File: config.mk
export PLATFORM = sky130hd
export DESIGN_NAME = ppa_engine
export DESIGN_NICKNAME = d
export VERILOG_FILES = /design/src/sv/ppa_pkg.sv /design/src/sv/ppa_engine.sv
export VERILOG_INCLUDE_DIRS = /design/src /design/src/sv
export SDC_FILE = /design/constraint.sdc
export NUM_CORES = 1
export LEC_CHECK = 0
export ABC_AREA = 1
export ABC_CLOCK_PERIOD_IN_PS = 6000
export BUFFER_PORTS_ARGS = -buffer_cell sky130_fd_sc_hd__buf_2
export CORE_AREA = 2 2 141 143
export DETAILED_ROUTE_END_ITERATION = 16
export DIE_AREA = 0 0 143 145
export HOLD_SLACK_MARGIN = 0.15
export MAX_ROUTING_LAYER = met4
export PLACE_DENSITY = 0.69
export SETUP_SLACK_MARGIN = 0.1
export SLEW_MARGIN = 30
export SYNTH_ARGS = -nofsm -noshare
export SYNTH_HDL_FRONTEND = slang
export SYNTH_SLANG_ARGS = --single-unit
File: constraint.sdc
create_clock -name clk -period 6 [get_ports clk]
set_clock_uncertainty 0.1 [all_clocks]
set_input_delay 1.5 -clock clk [delete_from_list [all_inputs] [get_ports clk]]
set_output_delay 1.5 -clock clk [all_outputs]
set_load 0.01 [all_outputs]
File: src/sv/pair_pool_allocator_defines.svh
// Assertion macros shared by the pair pool allocator RTL.
// Depends on nothing; included by ppa_engine, the module that carries assertions.
`ifndef PAIR_POOL_ALLOCATOR_DEFINES_SVH
`define PAIR_POOL_ALLOCATOR_DEFINES_SVH

// Same-cycle implication, disabled while reset is asserted.
`define PPA_ASSERT_NOW(label, clk, rst_n, ante, cons) \
	label: assert property (@(posedge clk) disable iff (!(rst_n)) (ante) |-> (cons)) \
		else $error("pair pool allocator: same-cycle check failed");

// Next-cycle implication, disabled while reset is asserted.
`define PPA_ASSERT_NEXT(label, clk, rst_n, ante, cons) \
	label: assert property (@(posedge clk) disable iff (!(rst_n)) (ante) |=> (cons)) \
		else $error("pair pool allocator: next-cycle check failed");

`endif

File: src/sv/ppa_pkg.sv
// Types, constants and helper functions of the pair pool allocator.
// Depends on nothing; used by every module of the block but ppa_ram.
package ppa_pkg;

	localparam int PAIRS   = 1024;
	localparam int ADDR_W  = $clog2(PAIRS);
	localparam int CELL_W  = 11;
	localparam int VALUE_W = 64;
	localparam int KIND_W  = 3;

	localparam logic [CELL_W-1:0] NULL_CELL = CELL_W'(PAIRS);
	localparam logic [CELL_W-1:0] POOL_RESET = CELL_W'(1024);

	typedef enum logic [KIND_W-1:0] {
		K_ALLOC     = 3'd0,
		K_READ      = 3'd1,
		K_SET_VALUE = 3'd2,
		K_SET_LINK  = 3'd3,
		K_FREE      = 3'd4
	} kind_t;

	typedef struct packed {
		logic [KIND_W-1:0]         kind;
		logic [CELL_W-1:0]         cell_req;
		logic signed [VALUE_W-1:0] value;
		logic [CELL_W-1:0]         next_cell;
	} req_t;

	typedef struct packed {
		logic                      ok;
		logic [CELL_W-1:0]         result_cell;
		logic signed [VALUE_W-1:0] car_value;
		logic [CELL_W-1:0]         cdr_cell;
	} rsp_t;

	// Requests from the engine to the two cell memories.
	typedef struct packed {
		logic               rd_en;
		logic [ADDR_W-1:0]  rd_addr;
		logic               value_we;
		logic               link_we;
		logic [ADDR_W-1:0]  wr_addr;
		logic [VALUE_W-1:0] value_wdata;
		logic [CELL_W-1:0]  link_wdata;
	} mem_req_t;

	typedef struct packed {
		logic [VALUE_W-1:0] value;
		logic [CELL_W-1:0]  link;
	} mem_rd_t;

	function automatic logic [CELL_W-1:0] pool_limit(input logic [CELL_W-1:0] pairs);
		return (pairs < NULL_CELL) ? pairs : NULL_CELL;
	endfunction

	// Any index at or above the limit collapses to null.
	function automatic logic [CELL_W-1:0] clean_index(input logic [CELL_W-1:0] raw,
			input logic [CELL_W-1:0] limit);
		return (raw < limit) ? raw : NULL_CELL;
	endfunction

endpackage

File: src/sv/ppa_engine.sv
// Control of the pair pool: free list head, high-water mark, free count and
// the read-modify-write sequence on the cell memories. Depends on ppa_pkg.
`include "pair_pool_allocator_defines.svh"

module ppa_engine (
	input  logic                             clk,
	input  logic                             arst_n,
	input  logic                             cfg_we,
	input  logic [ppa_pkg::CELL_W-1:0]       cfg_data,
	input  logic                             req_valid,
	output logic                             req_ready,
	input  ppa_pkg::req_t                    req,
	output logic                             res_valid,
	input  logic                             res_ready,
	output ppa_pkg::rsp_t                    res,
	output ppa_pkg::mem_req_t                mem,
	input  ppa_pkg::mem_rd_t                 mem_rd
);

	typedef enum logic {S_IDLE, S_EXEC} state_t;

	state_t                        state_q;
	logic [ppa_pkg::CELL_W-1:0]    pool_pairs_q;
	logic [ppa_pkg::CELL_W-1:0]    free_head_q;
	logic [ppa_pkg::CELL_W-1:0]    high_water_q;
	logic [ppa_pkg::CELL_W-1:0]    free_count_q;

	logic [ppa_pkg::KIND_W-1:0]    kind_s1;
	logic [ppa_pkg::CELL_W-1:0]    cell_s1;
	logic [ppa_pkg::VALUE_W-1:0]   value_s1;
	logic [ppa_pkg::CELL_W-1:0]    link_s1;

	logic [ppa_pkg::CELL_W-1:0]    limit;
	logic [ppa_pkg::CELL_W-1:0]    cell_in;
	logic                          accept;
	logic                          finish;
	logic                          head_ok;
	logic                          hw_ok;
	logic                          cell_ok;
	logic                          alloc_ok;
	logic [ppa_pkg::CELL_W-1:0]    got;

	assign limit     = ppa_pkg::pool_limit(pool_pairs_q);
	assign cell_in   = ppa_pkg::clean_index(req.cell_req, limit);
	assign req_ready = (state_q == S_IDLE);
	assign accept    = req_valid && req_ready;
	assign res_valid = (state_q == S_EXEC);
	assign finish    = res_valid && res_ready;

	assign head_ok  = free_head_q < limit;
	assign hw_ok    = high_water_q < limit;
	assign cell_ok  = cell_s1 != ppa_pkg::NULL_CELL;
	assign alloc_ok = head_ok || hw_ok;
	assign got      = head_ok ? free_head_q : high_water_q;

	// The read is issued as the item is taken: an allocate needs the link of
	// the current free head, every other kind reads its target cell.
	always_comb begin
		mem.rd_en   = accept;
		mem.rd_addr = (req.kind == ppa_pkg::K_ALLOC) ? free_head_q[ppa_pkg::ADDR_W-1:0]
			: cell_in[ppa_pkg::ADDR_W-1:0];
		mem.value_we    = 1'b0;
		mem.link_we     = 1'b0;
		mem.wr_addr     = cell_s1[ppa_pkg::ADDR_W-1:0];
		mem.value_wdata = value_s1;
		mem.link_wdata  = link_s1;

		res.ok          = 1'b1;
		res.result_cell = ppa_pkg::NULL_CELL;
		res.car_value   = '0;
		res.cdr_cell    = ppa_pkg::NULL_CELL;

		case (kind_s1)
			ppa_pkg::K_ALLOC: begin
				mem.wr_addr  = got[ppa_pkg::ADDR_W-1:0];
				mem.value_we = finish && alloc_ok;
				mem.link_we  = finish && alloc_ok;
				res.ok       = alloc_ok;
				if (alloc_ok) begin
					res.result_cell = got;
				end
			end
			ppa_pkg::K_READ: begin
				if (cell_ok) begin
					res.result_cell = cell_s1;
					res.car_value   = mem_rd.value;
					res.cdr_cell    = mem_rd.link;
				end
			end
			ppa_pkg::K_SET_VALUE: begin
				mem.value_we    = finish && cell_ok;
				res.result_cell = cell_s1;
			end
			ppa_pkg::K_SET_LINK: begin
				mem.link_we     = finish && cell_ok;
				res.result_cell = cell_s1;
			end
			ppa_pkg::K_FREE: begin
				mem.link_we     = finish && cell_ok;
				mem.link_wdata  = head_ok ? free_head_q : ppa_pkg::NULL_CELL;
				res.result_cell = cell_s1;
			end
			default: begin
			end
		endcase
	end

	always_ff @(posedge clk or negedge arst_n) begin
		if (!arst_n) begin
			state_q      <= S_IDLE;
			pool_pairs_q <= ppa_pkg::POOL_RESET;
			free_head_q  <= ppa_pkg::NULL_CELL;
			high_water_q <= '0;
			free_count_q <= ppa_pkg::pool_limit(ppa_pkg::POOL_RESET);
		end else begin
			if (cfg_we) begin
				pool_pairs_q <= cfg_data;
				free_head_q  <= ppa_pkg::NULL_CELL;
				high_water_q <= '0;
				free_count_q <= ppa_pkg::pool_limit(cfg_data);
			end
			case (state_q)
				S_IDLE: begin
					if (accept) begin
						state_q <= S_EXEC;
					end
				end
				S_EXEC: begin
					if (finish) begin
						state_q <= S_IDLE;
						if (kind_s1 == ppa_pkg::K_ALLOC && alloc_ok) begin
							if (head_ok) begin
								free_head_q <= ppa_pkg::clean_index(mem_rd.link, limit);
							end else begin
								high_water_q <= ppa_pkg::CELL_W'(high_water_q + 1'b1);
							end
							if (free_count_q != '0) begin
								free_count_q <= ppa_pkg::CELL_W'(free_count_q - 1'b1);
							end
						end
						if (kind_s1 == ppa_pkg::K_FREE && cell_ok) begin
							free_head_q <= cell_s1;
							if (free_count_q < limit) begin
								free_count_q <= ppa_pkg::CELL_W'(free_count_q + 1'b1);
							end
						end
					end
				end
				default: begin
					state_q <= S_IDLE;
				end
			endcase
		end
	end

	always_ff @(posedge clk) begin
		if (accept) begin
			kind_s1  <= req.kind;
			cell_s1  <= cell_in;
			value_s1 <= req.value;
			link_s1  <= ppa_pkg::clean_index(req.next_cell, limit);
		end
	end

	`PPA_ASSERT_NOW(a_hw_bound, clk, arst_n, 1'b1, high_water_q <= limit)
	`PPA_ASSERT_NOW(a_count_bound, clk, arst_n, 1'b1, free_count_q <= limit)
	`PPA_ASSERT_NOW(a_write_in_exec, clk, arst_n, mem.value_we || mem.link_we,
		finish)
	`PPA_ASSERT_NEXT(a_stall_holds, clk, arst_n, res_valid && !res_ready,
		res_valid && $stable(kind_s1) && $stable(cell_s1))

endmodule

==> flow_summary.toml <==
[placement]
gp_congestion = 0.955
portBuffers = 366
post-dp-hpwl_mm = 20.7
place_ws_ns = 1.18

[floorplan]
ios = 367
die_w_um = 143
die_y_um = 145
rows = 51
start_util_pct = 38.5
core-area_um2 = 19200
die_area_um2 = 20700

[worst_setup_path]
path_common_cell = "nand2_1"
crit_buf_inv = 4
crit_type = "register to primary output"
path_cells = "inv_2 -> nand2_1 -> ha_1 -> nand2_1 -> inv_1 -> a21oi_1 -> nand3_2 -> inv_2 -> nand2_1 -> o21ai_0 -> buf_2"
reg2reg_from = "pool_pairs_q[10]"
cpMaxStageDelayCell = "o21ai_0"
rrSetupSlack_ns = 2.82
slowest_delay_ns = 0.49
cp-start-kind = "register"
cp_max_fo = 21
worstPathRequired_ns = 4.40
cp-end-kind = "primary output"
arrival_ns = 3.46
rr_worst_depth = 11
rr_endpoint = "high_water_q[2]"
cp_top_family = "buffers and inverters"

[cts]
cts_tree = "done"
cts_buffers = 17
post_cts_buffers = 0
clockRootBuffer = "clkbuf_16"
cts-hold-fix-buffers = 0
cts_max_path_buffers = 2
post_cts_resized = 0
clkTransAtPathRegs_ns = 0.05
cts.sinks = 123
clock_latency_ns = 0.43
cts_max_level = 4

[route]
drc = 0
ant_nets = 0
wl_mm = 26.2
firstDrtPassIters = 5
drt-initial-drc-count = 521
avgViaCountPerCell = 4.82
vias = 7503
wire_per_inst_um = 16.8

[sta]
setup_tns_ns = 0
slew_viol_final = 0
tightest_slew_ns = 0.922
whs_ns = 0.372
fmax_mhz = 197
period_minus_slack_ns = 5.06
layout_setup_ws_ns = 0.936
hold_viol_final = 0
period_share_pct = 84.4
finalSetupViolations = 0
max_slew_margin_pct = 38.4
rsz0062_at_grt = "false"

[yosys]
ys_seq_area_share_pct = 47.7
yosysUniqueCellTypes = 34
ys_ff_latch = 123
synth_ff_type = "edfxtp_1"
synth_fp_nets = 1160
synth_edf_count = 89
avgSynthCellArea_um2 = 7.96
yosysWarnings = 0
async_reset_ff_share_pct = 27.6
syn_inst = 929
synth_area_um2 = 7400

[global_route]
antenna_found_initial = 3
grt_overflow = 0
grt_first_pass_wirelength_mm = 38.0
grt_start_max_net_pins = 76
grtUsageTotal_pct = 25.3
first_global_vias = 7200

[cells_and_area]
drive_above_1_share_pct = 33.2
final_nets = 1506
area_growth_pct = 35.3

[min_path]
whs_path_depth = 2
worstHoldEndpoint = "pool_pairs_q[1]"
hold_start = "pool_pairs_q[1]"
hp-class = "register to register"

[pwr]
leakagePower_nw = 5.32
power.density_nw_per_um2 = 268
ir_worst_vdd_mv = 0.252

[run_status]
status = "finished clean"

[job]
max_cap_viol_count = 0
state kept, by name (all words and copies together) (netlist names):
signal,cells
free_head_q,11
link_s1,11
high_water_q,11
cell_s1,11
value_s1,64
res_valid,1
kind_s1,3
pool_pairs_q,11
cell type report:
cell class | instances | area (um^2)
Antenna cell | 3 | 7.51
Clock buffer | 17 | 425
Clock inverter | 15 | 188
Fill cell | 1827 | 9200
Inverter | 108 | 407
Multi-Input combinational cell | 656 | 3270
Sequential cell | 123 | 3530
Tap cell | 265 | 332
Timing Repair Buffer | 369 | 1850
cells by family (layout without fill, tap and decap cells):
logic type               Yosys count  in the layout  share of synthesized area [%]
AO/OA/AOI/OAI                    113            113                           8.37
XOR/XNOR                           9              9                           1.07
adder cells (fa/ha/maj)           51             51                           8.63
buffers and inverters            150            509                           8.15
flip-flops                       123            123                           47.7
other                              0              3                              0
AND/OR/NAND/NOR                  483            483                           26.1
cell usage in the layout (no fill, tap or decap):
| master | synthesis | final |
|---|---|---|
| clkbuf_16 | 0 | 17 |
| inv_6 | 0 | 4 |
| or3_1 | 1 | 1 |
| o21ai_0 | 49 | 49 |
| buf_2 | 14 | 366 |
| inv_1 | 102 | 99 |
| o21a_1 | 2 | 2 |
| ha_1 | 51 | 51 |
| diode_2 | 0 | 3 |
| or2_2 | 2 | 2 |
| edfxtp_1 | 89 | 89 |
| clkinv_2 | 0 | 3 |
| nor3_2 | 1 | 1 |
| nor2_4 | 1 | 1 |
| nand4_2 | 1 | 1 |
| bufinv_16 | 0 | 3 |
| o211ai_1 | 1 | 1 |
| a21oi_1 | 35 | 35 |
| nand2_1 | 287 | 287 |
| nor3_1 | 3 | 3 |
| nand3_1 | 21 | 21 |
| nor2_2 | 1 | 1 |
| o2111ai_1 | 1 | 1 |
| nand4_1 | 18 | 18 |
| o21ai_2 | 10 | 10 |
| clkinv_1 | 1 | 2 |
| inv_2 | 5 | 7 |
| xor2_1 | 8 | 8 |
| inv_8 | 0 | 2 |
| nor2_1 | 145 | 145 |
| clkinv_4 | 0 | 3 |
| dfrtp_1 | 32 | 32 |
| buf_4 | 2 | 3 |
| dfstp_2 | 2 | 2 |
| nand3_2 | 2 | 2 |
| o21bai_1 | 2 | 2 |
| o21ai_1 | 13 | 13 |
| xnor2_1 | 1 | 1 |
tightest hold or removal path: stages (launching register included):
cell	delay, ns
dfrtp_1	0.34
nand2_1	0.06
nand2_1	0.05
synthesized netlist by cell type (2+ instances only):
| library cell | n | area, um^2 |
|---|---|---|
| nand2_1 | 287 | 1080 |
| nor2_1 | 145 | 544 |
| inv_1 | 102 | 383 |
| edfxtp_1 | 89 | 2670 |
| ha_1 | 51 | 638 |
| o21ai_0 | 49 | 245 |
| a21oi_1 | 35 | 175 |
| dfrtp_1 | 32 | 801 |
| nand3_1 | 21 | 105 |
| clkbuf_1 | 20 | 75.1 |
| nand4_1 | 18 | 113 |
| buf_2 | 14 | 70.1 |
| o21ai_1 | 13 | 65.1 |
| o21ai_2 | 10 | 87.6 |
| xor2_1 | 8 | 70.1 |
| inv_2 | 5 | 18.8 |
| buf_1 | 4 | 15.0 |
| nor3_1 | 3 | 15.0 |
| buf_4 | 2 | 15.0 |
| buf_6 | 2 | 22.5 |
| dfstp_2 | 2 | 52.6 |
| nand3_2 | 2 | 20.0 |
| o21a_1 | 2 | 15.0 |
| o21bai_1 | 2 | 15.0 |
| or2_2 | 2 | 12.5 |
worst max path at each step:
stage / startpoint / to / cells past startpoint
4_1_cts: pool_pairs_q[10] / mem[5] / 11
3_3_place_gp: req[81] / mem[87] / 10
3_5_place_dp: req[83] / mem[87] / 10
2_1_floorplan: req_valid / mem[97] / 3
5_1_grt: pool_pairs_q[10] / mem[5] / 11
6_report: pool_pairs_q[10] / mem[5] / 11
per-layer routing:
layer	global-route usage, %	wire (um)	vias up
met5	-	0	-
met1	28.1	9870	3379
li1	-	-	3690
met4	12.5	1160	0
met2	42.1	12900	381
met3	6.11	2310	53
stage by stage:
step	instance area (um^2)	util (%)	power (mW)	cells
detailed placement	9390	48.9	1.62	1521
CTS	10000	52.1	2.71	1553
finish	10000	52.1	2.69	1556
global placement	9390	48.9	1.61	1521
global route	10000	52.1	2.81	1556
floorplan	7400	-	1.38	929
power breakdown:
part,switching [mW],internal [mW]
logic,0.368,0.205
registers,0.0399,0.998
clock network,0.412,0.663
Note: power is estimated with default switching activity, not from simulation.
