==> src/sv/pair_pool_allocator_defines.svh <==
// Assertion macros shared by the pair pool allocator RTL.
// Depends on nothing; included by ppa_engine, the module that carries assertions.
`ifndef PAIR_POOL_ALLOCATOR_DEFINES_SVH
`define PAIR_POOL_ALLOCATOR_DEFINES_SVH

// Same-cycle implication, disabled while reset is asserted.
`define PPA_ASSERT_NOW(label, clk, rst_n, ante, cons) \
	label: assert property (@(posedge clk) disable iff (!(rst_n)) (ante) |-> (cons)) \
		else $error("pair pool allocator: same-cycle check failed");

// Next-cycle implication, disabled while reset is asserted.
`define PPA_ASSERT_NEXT(label, clk, rst_n, ante, cons) \
	label: assert property (@(posedge clk) disable iff (!(rst_n)) (ante) |=> (cons)) \
		else $error("pair pool allocator: next-cycle check failed");

`endif

==> src/sv/ppa_ram.sv <==
// Generic simple dual-port RAM: one write port, one read port, registered read.
// Depends on nothing; holds the value and link words of the pool.
module ppa_ram #(
	parameter int WIDTH = 8,
	parameter int DEPTH = 16
) (
	input  logic                     clk,
	input  logic                     we,
	input  logic [$clog2(DEPTH)-1:0] waddr,
	input  logic [WIDTH-1:0]         wdata,
	input  logic                     re,
	input  logic [$clog2(DEPTH)-1:0] raddr,
	output logic [WIDTH-1:0]         rdata
);

	logic [WIDTH-1:0] mem_q [DEPTH];

	always_ff @(posedge clk) begin
		if (we) begin
			mem_q[waddr] <= wdata;
		end
		if (re) begin
			rdata <= mem_q[raddr];
		end
	end

endmodule

==> config.mk <==
export PLATFORM = sky130hd
export DESIGN_NAME = ppa_ram
export DESIGN_NICKNAME = d
export VERILOG_FILES = /design/src/sv/pair_pool_allocator_defines.svh /design/src/sv/ppa_ram.sv
export SDC_FILE = /design/constraint.sdc
export NUM_CORES = 1
export LEC_CHECK = 0
export ABC_AREA = 1
export BUFFER_PORTS_ARGS = -buffer_cell sky130_fd_sc_hd__buf_2
export CORE_MARGIN = 2
export CORE_UTILIZATION = 45
export CTS_CLUSTER_DIAMETER = 80
export DETAILED_ROUTE_END_ITERATION = 8
export HOLD_SLACK_MARGIN = 0.05
export PLACE_DENSITY = 0.66
export SYNTH_ARGS = -nofsm -noshare
export SYNTH_HDL_FRONTEND = slang
export SYNTH_SLANG_ARGS = --single-unit
==> constraint.sdc <==
create_clock -name clk -period 2.55 [get_ports clk]
set_clock_uncertainty 0.1 [all_clocks]
set_input_delay 0.255 -clock clk [delete_from_list [all_inputs] [get_ports clk]]
set_output_delay 0.255 -clock clk [all_outputs]
set_load 0.02 [all_outputs]
==> results.yml, run 1 <==
final_layout:
  final_cell_mix: "nand2_1 (173), edfxtp_1 (136), inv_1 (100)"
  multi_input_area_um2: 1210
  regArea_um2: 4080
  nNetsFinal: 594
  drive_gt1_share_pct: 9.08
  antenna_cells: 0
  layout_commonest_cell: "nand2_1"
  area_delta_synth_final_pct: 12.2
  stdcell_area_um2: 6560
  utilization_pct: 51.8
  fillers: 1121
  stdcell_count: 756
clock_network:
  cts_made_buffers: 17
  clkLatencyLatePin_ps: 410
  cts.path.max_buffers: 2
  clock-root-buffer: "clkbuf_16"
  cts.sinks: 136
  cts_resized: 0
  post-cts-setup-buffer-count: 0
  cts_tree: "yes"
  cts.htree.levels: 4
  hold_buffers: 0
  path_clk_slew_ps: 60
detailed_routing:
  met3WireLength_um: 822
  detail-route-antenna-nets: 0
  dr.max_layer_used: "met4"
  routedWlPerCell_um: 17.0
  met2_length_um: 6300
  wl_met1_um: 5480
  drtIter0Drc: 265
  via_per_inst: 5.05
  vias: 3819
  wirelength_um: 12800
  firstDrtPassIters: 5
  drc: 0
logic_synthesis:
  ys_ff_latch: 136
  synth_area_per_cell_um2: 10.6
  synth_nets: 570
  yosysWarnings: 0
  synth_cell_types: 11
  synth_sequential_area_ratio_pct: 69.8
  syn-cell-area_um2: 5850
  yosysTopAreaCell: "edfxtp_1"
  syn_inst: 551
  synth_top_area_share_pct: 69.8
  yosys-top-cells-area: "edfxtp_1 (70%), nand2_1 (11%), nand3_1 (8.3%)"
pwr:
  peakVddDrop_mv: 0.455
  power_density_nw_per_um2: 753
  p_leak_nw: 2.80
  power_mw: 4.94
timing:
  hold_viol_final: 0
  rsz0062_at_grt: "no"
  fmax_mhz: 595
  final.setup.tns_ps: 0
  fin_crit_sh_pct: 65.9
  worstMarginPinSlew_ps: 800
  period_needed_ps: 1680
  postLayoutSetupSlackWorst_ps: 869
  holdWs_ps: 116
  setup_violations: 0
  max_slew_margin_pct: 46.5
  final-max-slew-violation-count: 0
placement:
  gp_congestion: 0.844
  dp_hpwl_um: 8220
  pre_cts_ws_ps: 502
  dp.cells: 728
  portBuffers: 26
  postPlaceCellArea_um2: 6060
floorplanning:
  initial_core_util_pct: 46.1
  die_h_um: 118
  core_area_um2: 12700
  rows: 41
  die_area_um2: 13900
  io_pins: 27
  die_w_um: 118
global_routing:
  gr-total-overflow: 0
  grt_pass1_vias: 3750
  antenna_found_initial: 0
  grt_pass1_wl_um: 19800
  grt_max_degree: 65
  grt_usage_pct: 19.0
worst_setup_path:
  required_ps: 2600
  cp-start-kind: "primary input"
  critPathArrivalTime_ps: 1730
  crit_fanout: 33
  cp-end-kind: "register"
  path_class: "primary input to register"
  reg2reg_slack_ps: 1270
run:
  drv_cap: 0
status:
  status: "finished clean"
worst_hold_path:
  holdCritPathClass: "primary input to register"
[routing by layer]
| metal | GRT usage, % | vias up |
|---|---|---|
| met5 | 0 | - |
| met4 | 7.15 | 0 |
| met3 | 4.26 | 21 |
| met2 | 31.8 | 143 |
| met1 | 24.3 | 1830 |
| li1 | - | 1825 |
[cells in the mapped netlist]
master and count:
buf_1 1, buf_2 13, buf_4 4, buf_6 6, edfxtp_1 136, inv_1 100, inv_2 2, nand2_1 173
nand3_1 97, nand3b_1 2, nor2_1 17
[layout make-up]
class	instances	area share, %
Sequential cell	136	62.3
Multi-Input combinational cell	289	18.5
Clock buffer	21	6.71
Inverter	102	5.84
Tap cell	172	3.28
Timing Repair Buffer	29	2.52
Clock inverter	7	0.878
[final timing paths]
| check | from | endpoint | depth (start not counted) |
|---|---|---|---|
| worst min-delay path | re | rdata[6]$_DFFE_PP_ | 1 |
| worst max-delay path | raddr[1] | rdata[1]$_DFFE_PP_ | 6 |
| worst max register to register | mem_q[1][1]$_DFFE_PP_ | rdata[1]$_DFFE_PP_ | 6 |
| worst min register to register | mem_q[14][4]$_DFFE_PP_ | rdata[4]$_DFFE_PP_ | 6 |
[power breakdown]
group / internal (mW) / leakage, nW / switching, mW
clock: 1.30 / 0.247 / 0.799
sequential: 2.52 / 1.24 / 0.0142
combinational: 0.0796 / 1.31 / 0.225
total: 3.90 / 2.80 / 1.04
[worst max-delay path, cell delays in order]
cell     delay, ps
buf_2          500
inv_2          430
nand3_1        190
nand3_1         90
nand3_1        150
nand2_1         90
[logic make-up (layout without fill, tap and decap cells)]
logic type	count (synthesis)	count (layout)	share of synthesized area, %
buffers and inverters	126	159	9.39
flip-flops	136	136	69.8
AND/OR/NAND/NOR	289	289	20.8
[sequential cells by signal (all words and copies together), names as in the netlist]
signal	cells
mem_q	128
rdata	8
Note: power is estimated with default switching activity, not from simulation.
==> run 2, diff against run 1 <==
--- a/config.mk
+++ b/config.mk
@@ -5,14 +5,14 @@
 export SDC_FILE = /design/constraint.sdc
 export NUM_CORES = 1
 export LEC_CHECK = 0
-export ABC_AREA = 1
+export ABC_AREA = 0
 export BUFFER_PORTS_ARGS = -buffer_cell sky130_fd_sc_hd__buf_2
 export CORE_MARGIN = 2
 export CORE_UTILIZATION = 45
 export CTS_CLUSTER_DIAMETER = 80
 export DETAILED_ROUTE_END_ITERATION = 8
 export HOLD_SLACK_MARGIN = 0.05
-export PLACE_DENSITY = 0.66
+export PLACE_DENSITY = 0.67
 export SYNTH_ARGS = -nofsm -noshare
 export SYNTH_HDL_FRONTEND = slang
 export SYNTH_SLANG_ARGS = --single-unit
==> constraint.sdc (replaced) <==
create_clock -name clk -period 1.55 [get_ports clk]
set_clock_uncertainty 0.1 [all_clocks]
set_input_delay 0.155 -clock clk [delete_from_list [all_inputs] [get_ports clk]]
set_output_delay 0.155 -clock clk [all_outputs]
set_load 0.02 [all_outputs]
==> run 2 against run 1 <==
Against the previous run:
- the run now ends with setup timing left
- non-clock buffer count is 31 higher
- total power is 74% higher
- via count is 35% lower
- combinational power up 49%
- cell area decreased by 2.5%
- area after synthesis shrank 11%
- critical path type is now register to register
- critical endpoint is now rdata[3]$_DFFE_PP_
- largest power group unchanged
==> results.yml, run 2 <==
floorplanning:
  initial_core_util_pct: 46.0
  rows: 39
  core_area_um2: 11400
  io_pins: 27
  die_area_um2: 12500
  die_w_um: 112
  die_h_um: 112
timing:
  rsz0062_at_grt: "yes"
  final-max-slew-violation-count: 0
  fin_crit_sh_pct: 100
  period_needed_ps: 1550
  postLayoutSetupSlackWorst_ps: -3.19
  setup_violations: 1
  hold_viol_final: 0
  max_slew_margin_pct: 40.3
  final.setup.tns_ps: -3.19
  worstMarginPinSlew_ps: 892
  fmax_mhz: 644
  holdWs_ps: 79.1
final_layout:
  multi_input_area_um2: 1070
  antenna_cells: 0
  utilization_pct: 56.2
  final_cell_mix: "edfxtp_1 (136), mux4_2 (26), buf_2 (26)"
  drive_gt1_share_pct: 37.9
  regArea_um2: 4080
  largest_reg_flops: 128
  top_regs: "mem_q (128), rdata (8)"
  area_delta_synth_final_pct: 22.3
  largest-register: "mem_q"
  fillers: 835
  layout_commonest_cell: "edfxtp_1"
  nNetsFinal: 317
logic_synthesis:
  synthTopCellsByCount: "edfxtp_1 (136), mux4_2 (18), a22oi_1 (16), mux4_1 (14), nor2_1 (13)"
  yosys-top-cells-area: "edfxtp_1 (78%), mux4_2 (7.8%), mux4_1 (7.0%)"
  synth_edf_count: 136
  synth_ff_type: "edfxtp_1"
  synth_sequential_area_ratio_pct: 78.1
  synth_area_per_cell_um2: 22.8
  ys_ff_latch: 136
  synth_top_area_share_pct: 78.1
  syn_inst: 229
  yosysWarnings: 0
  yosysTopAreaCell: "edfxtp_1"
  synth_cell_types: 18
  syn-cell-area_um2: 5230
  async_flop_share_pct: 0
  yosysMostFrequentCell: "edfxtp_1"
  synth_nets: 248
worst_setup_path:
  cp-start-kind: "register"
  path_class: "register to register"
  critPathArrivalTime_ps: 1600
  required_ps: 1600
  cp-end-kind: "register"
  crit_fanout: 1
clock_network:
  path_clk_slew_ps: 60
  clock-root-buffer: "clkbuf_16"
  cts.sinks: 136
  post-cts-setup-buffer-count: 0
  clkLatencyLatePin_ps: 400
  cts_tree: "yes"
  cts_made_buffers: 17
  cts.htree.levels: 4
  cts.path.max_buffers: 2
placement:
  dp_hpwl_um: 6210
  pre_cts_ws_ps: -251
  portBuffers: 26
  gp_congestion: 0.786
detailed_routing:
  drc: 0
  firstDrtPassIters: 4
  via_per_inst: 5.46
  drtIter0Drc: 159
  detail-route-antenna-nets: 0
  routedWlPerCell_um: 21.8
  vias: 2480
  wirelength_um: 9890
global_routing:
  grt_pass1_vias: 2622
  grt_pass1_wl_um: 15200
  gr-total-overflow: 0
  grt_max_degree: 20
  grt_usage_pct: 16.8
  antenna_found_initial: 0
status:
  violations: "setup timing"
  status: "finished with violations"
worst_hold_path:
  holdCritPathClass: "primary input to register"
pwr:
  p_leak_nw: 2.15
  power_density_nw_per_um2: 1350
  peakVddDrop_mv: 0.653
run:
  drv_cap: 0
[run 2: timing repair]
item                       CTS  global route
setup endpoints to repair    7             7
hold buffers                 8             0
hold endpoints to repair   120             0
pin swaps                    0             7
resized for setup           11             5
[run 2: cell type report]
type	instances	share of cell area, %
sequential	136	63.9
tap	143	2.80
timing repair buffer	60	7.12
multi-input combinational	83	16.8
clock buffer	18	6.71
clock inverter	14	2.70
[run 2: final timing paths]
path                           endpoint  cells past startpoint                   start  slack, ps
setup / recovery     rdata[3]$_DFFE_PP_                      3   mem_q[3][3]$_DFFE_PP_         -3
hold / removal    mem_q[6][2]$_DFFE_PP_                      1                wdata[2]         80
setup reg to reg     rdata[3]$_DFFE_PP_                      3   mem_q[3][3]$_DFFE_PP_         -3
hold reg to reg      rdata[6]$_DFFE_PP_                      3  mem_q[14][6]$_DFFE_PP_        650
[run 2: kinds of logic after synthesis]
logic type | after synthesis | synth area share [%]
AO/OA/AOI/OAI | 16 | 2.30
AND/OR/NAND/NOR | 35 | 3.14
flip-flops | 136 | 78.1
multiplexers | 32 | 14.8
buffers and inverters | 10 | 1.65
[run 2: critical path: stages (launching register included)]
cell and delay [ps]:
edfxtp_1 410, mux4_2 510, a22oi_2 200, nand2_1 90
[run 2: layer usage]
metal  up-vias  track usage, %  share of wire, %
li1       1113               -                 -
met1      1269            21.7                41
met2        82            27.1                51
met3        16            4.25               5.8
met4         0            7.65               2.2
met5         -               0                 0
[run 2: where the power goes]
| part | internal (mW) | switching [mW] |
|---|---|---|
| combinational | 0.202 | 0.251 |
| clock | 2.54 | 1.45 |
| sequential | 4.14 | 0.0205 |
| total | 6.88 | 1.73 |
[run 2: per-stage QoR]
step	area, um^2	instances	power [mW]
floorplan	5230	229	4.47
global placement	5700	414	4.65
detailed placement	5700	414	4.66
CTS	6400	454	8.68
global route	6390	454	8.89
finish	6390	454	8.61
==> run 3, diff against run 2 <==
--- a/config.mk
+++ b/config.mk
@@ -7,7 +7,7 @@
 export LEC_CHECK = 0
 export ABC_AREA = 0
 export BUFFER_PORTS_ARGS = -buffer_cell sky130_fd_sc_hd__buf_2
-export CORE_MARGIN = 2
+export CORE_MARGIN = 3
 export CORE_UTILIZATION = 45
 export CTS_CLUSTER_DIAMETER = 80
 export DETAILED_ROUTE_END_ITERATION = 8
@@ -16,3 +16,4 @@
 export SYNTH_ARGS = -nofsm -noshare
 export SYNTH_HDL_FRONTEND = slang
 export SYNTH_SLANG_ARGS = --single-unit
+export TNS_END_PERCENT = 50
==> run 3 against run 2 <==
Against the previous run:
- the run now ends clean
- die area grew 3.6%
- sequential share of layout area hardly changed
- fmax grew 1.4%
- first-iteration DRC count grew 57%
- global-route usage increased by 0.86 points
- total power shrank 2.4%
- cell count is 0.22% higher
- critical path depth stayed put
==> results.yml, run 3 (synthesis gave the netlist of run 2 again) <==
timing:
  fmax_mhz: 653
  holdWs_ps: 44.6
  final-max-slew-violation-count: 0
  setup_violations: 0
  fin_crit_sh_pct: 98.8
  worstMarginPinSlew_ps: 898
  rsz0062_at_grt: "yes"
  max_slew_margin_pct: 40.0
  postLayoutSetupSlackWorst_ps: 18.9
  hold_viol_final: 0
  period_needed_ps: 1530
clock_network:
  path_clk_slew_ps: 60
  cts_made_buffers: 17
  cts.sinks: 136
  cts_tree: "yes"
  cts.htree.levels: 4
  cts.path.max_buffers: 2
  clock-root-buffer: "clkbuf_16"
  clkLatencyLatePin_ps: 410
detailed_routing:
  drtIter0Drc: 250
  vias: 2526
  detail-route-antenna-nets: 0
  wirelength_um: 10400
  firstDrtPassIters: 4
  drc: 0
  routedWlPerCell_um: 22.9
  via_per_inst: 5.55
floorplanning:
  die_area_um2: 12900
  die_h_um: 114
  die_w_um: 114
  rows: 38
  core_area_um2: 11100
  initial_core_util_pct: 47.2
  io_pins: 27
final_layout:
  layout_commonest_cell: "edfxtp_1"
  antenna_cells: 0
  area_delta_synth_final_pct: 22.3
  largest-register: "mem_q"
  stdcell_count: 455
  final_cell_mix: "edfxtp_1 (136), buf_2 (26), buf_4 (25)"
  drive_gt1_share_pct: 36.8
  nNetsFinal: 321
  top_regs: "mem_q (128), rdata (8)"
  largest_reg_flops: 128
pwr:
  p_leak_nw: 2.16
  power_density_nw_per_um2: 1310
  peakVddDrop_mv: 0.813
placement:
  dp_hpwl_um: 6530
  pre_cts_ws_ps: -260
  dp.cells: 415
  gp_congestion: 0.712
  portBuffers: 26
worst_setup_path:
  cp-end-kind: "register"
  r2r-end: "rdata[1]$_DFFE_PP_"
  crit_fanout: 1
  r2r_cells: 3
  critPathArrivalTime_ps: 1590
  required_ps: 1610
  critPathCapture: "rdata[1]$_DFFE_PP_"
  path_class: "register to register"
  reg2reg_slack_ps: 20
  r2r-start: "mem_q[9][1]$_DFFE_PP_"
  critPathLaunch: "mem_q[9][1]$_DFFE_PP_"
  cp-start-kind: "register"
global_routing:
  grt_pass1_wl_um: 16100
  grt_pass1_vias: 2639
  gr-total-overflow: 0
  grt.busiest_layer: "met2"
  use_met1_pct: 24.0
  grt_use_met3_pct: 5.36
  grt_usage_pct: 17.6
  gr-usage-met2_pct: 27.6
  grt_max_degree: 17
  antenna_found_initial: 0
worst_hold_path:
  min-delay-start: "wdata[6]"
  holdCritPathClass: "primary input to register"
run:
  drv_cap: 0
status:
  status: "finished clean"
-- run 3: area by class of cell --
cell class / instances / area, um^2
timing repair buffer: 64 / 498
multi-input combinational: 83 / 1070
sequential: 136 / 4080
tap: 140 / 175
fill: 819 / 4680
clock buffer: 18 / 429
clock inverter: 14 / 134
-- run 3: per-stage QoR --
step	setup TNS (ps)	total power [mW]	area, um^2	utilization [%]
2_1_floorplan	0	4.47	5230	-
3_3_place_gp	-1570	4.66	5740	51.8
3_5_place_dp	-1680	4.68	5740	51.8
4_1_cts	0	8.47	6400	57.8
5_1_grt	-108	8.66	6390	57.7
6_report	0	8.41	6390	57.7
-- run 3: timing repair --
item | CTS | global route
resized for setup | 7 | 4
setup buffers | 0 | 0
hold buffers | 8 | 0
pin swaps | 3 | 3
endpoints found under the setup margin | 4 | 7
hold endpoints to repair | 120 | 0
-- run 3: metal layers --
metal	part of all wire, %	wire (um)	vias up
li1	-	-	1124
met1	43	4450	1308
met2	50	5180	81
met3	6.3	659	13
met4	1.2	123	0
met5	0	0	-
-- run 3: worst min path at each step --
stage	to	cells after the start	slack (ps)
floorplan	mem_q[0][0]$_DFFE_PP_	0	150
global placement	mem_q[9][5]$_DFFE_PP_	1	440
detailed placement	rdata[3]$_DFFE_PP_	1	440
CTS	mem_q[10][6]$_DFFE_PP_	1	50
global route	mem_q[10][6]$_DFFE_PP_	1	60
finish	mem_q[10][6]$_DFFE_PP_	1	40
-- run 3: where the power goes --
part	switching [mW]	internal, mW	leakage (nW)	total, mW
Combinational	0.251	0.210	0.666	0.461
Clock	1.44	2.34	0.263	3.78
Sequential	0.0227	4.15	1.24	4.17
Total	1.71	6.69	2.16	8.41
-- run 3: critical path, cell delays in order (launching register included) --
cell and delay, ps:
edfxtp_1 360, mux4_1 530, a22oi_1 230, nand2_1 70
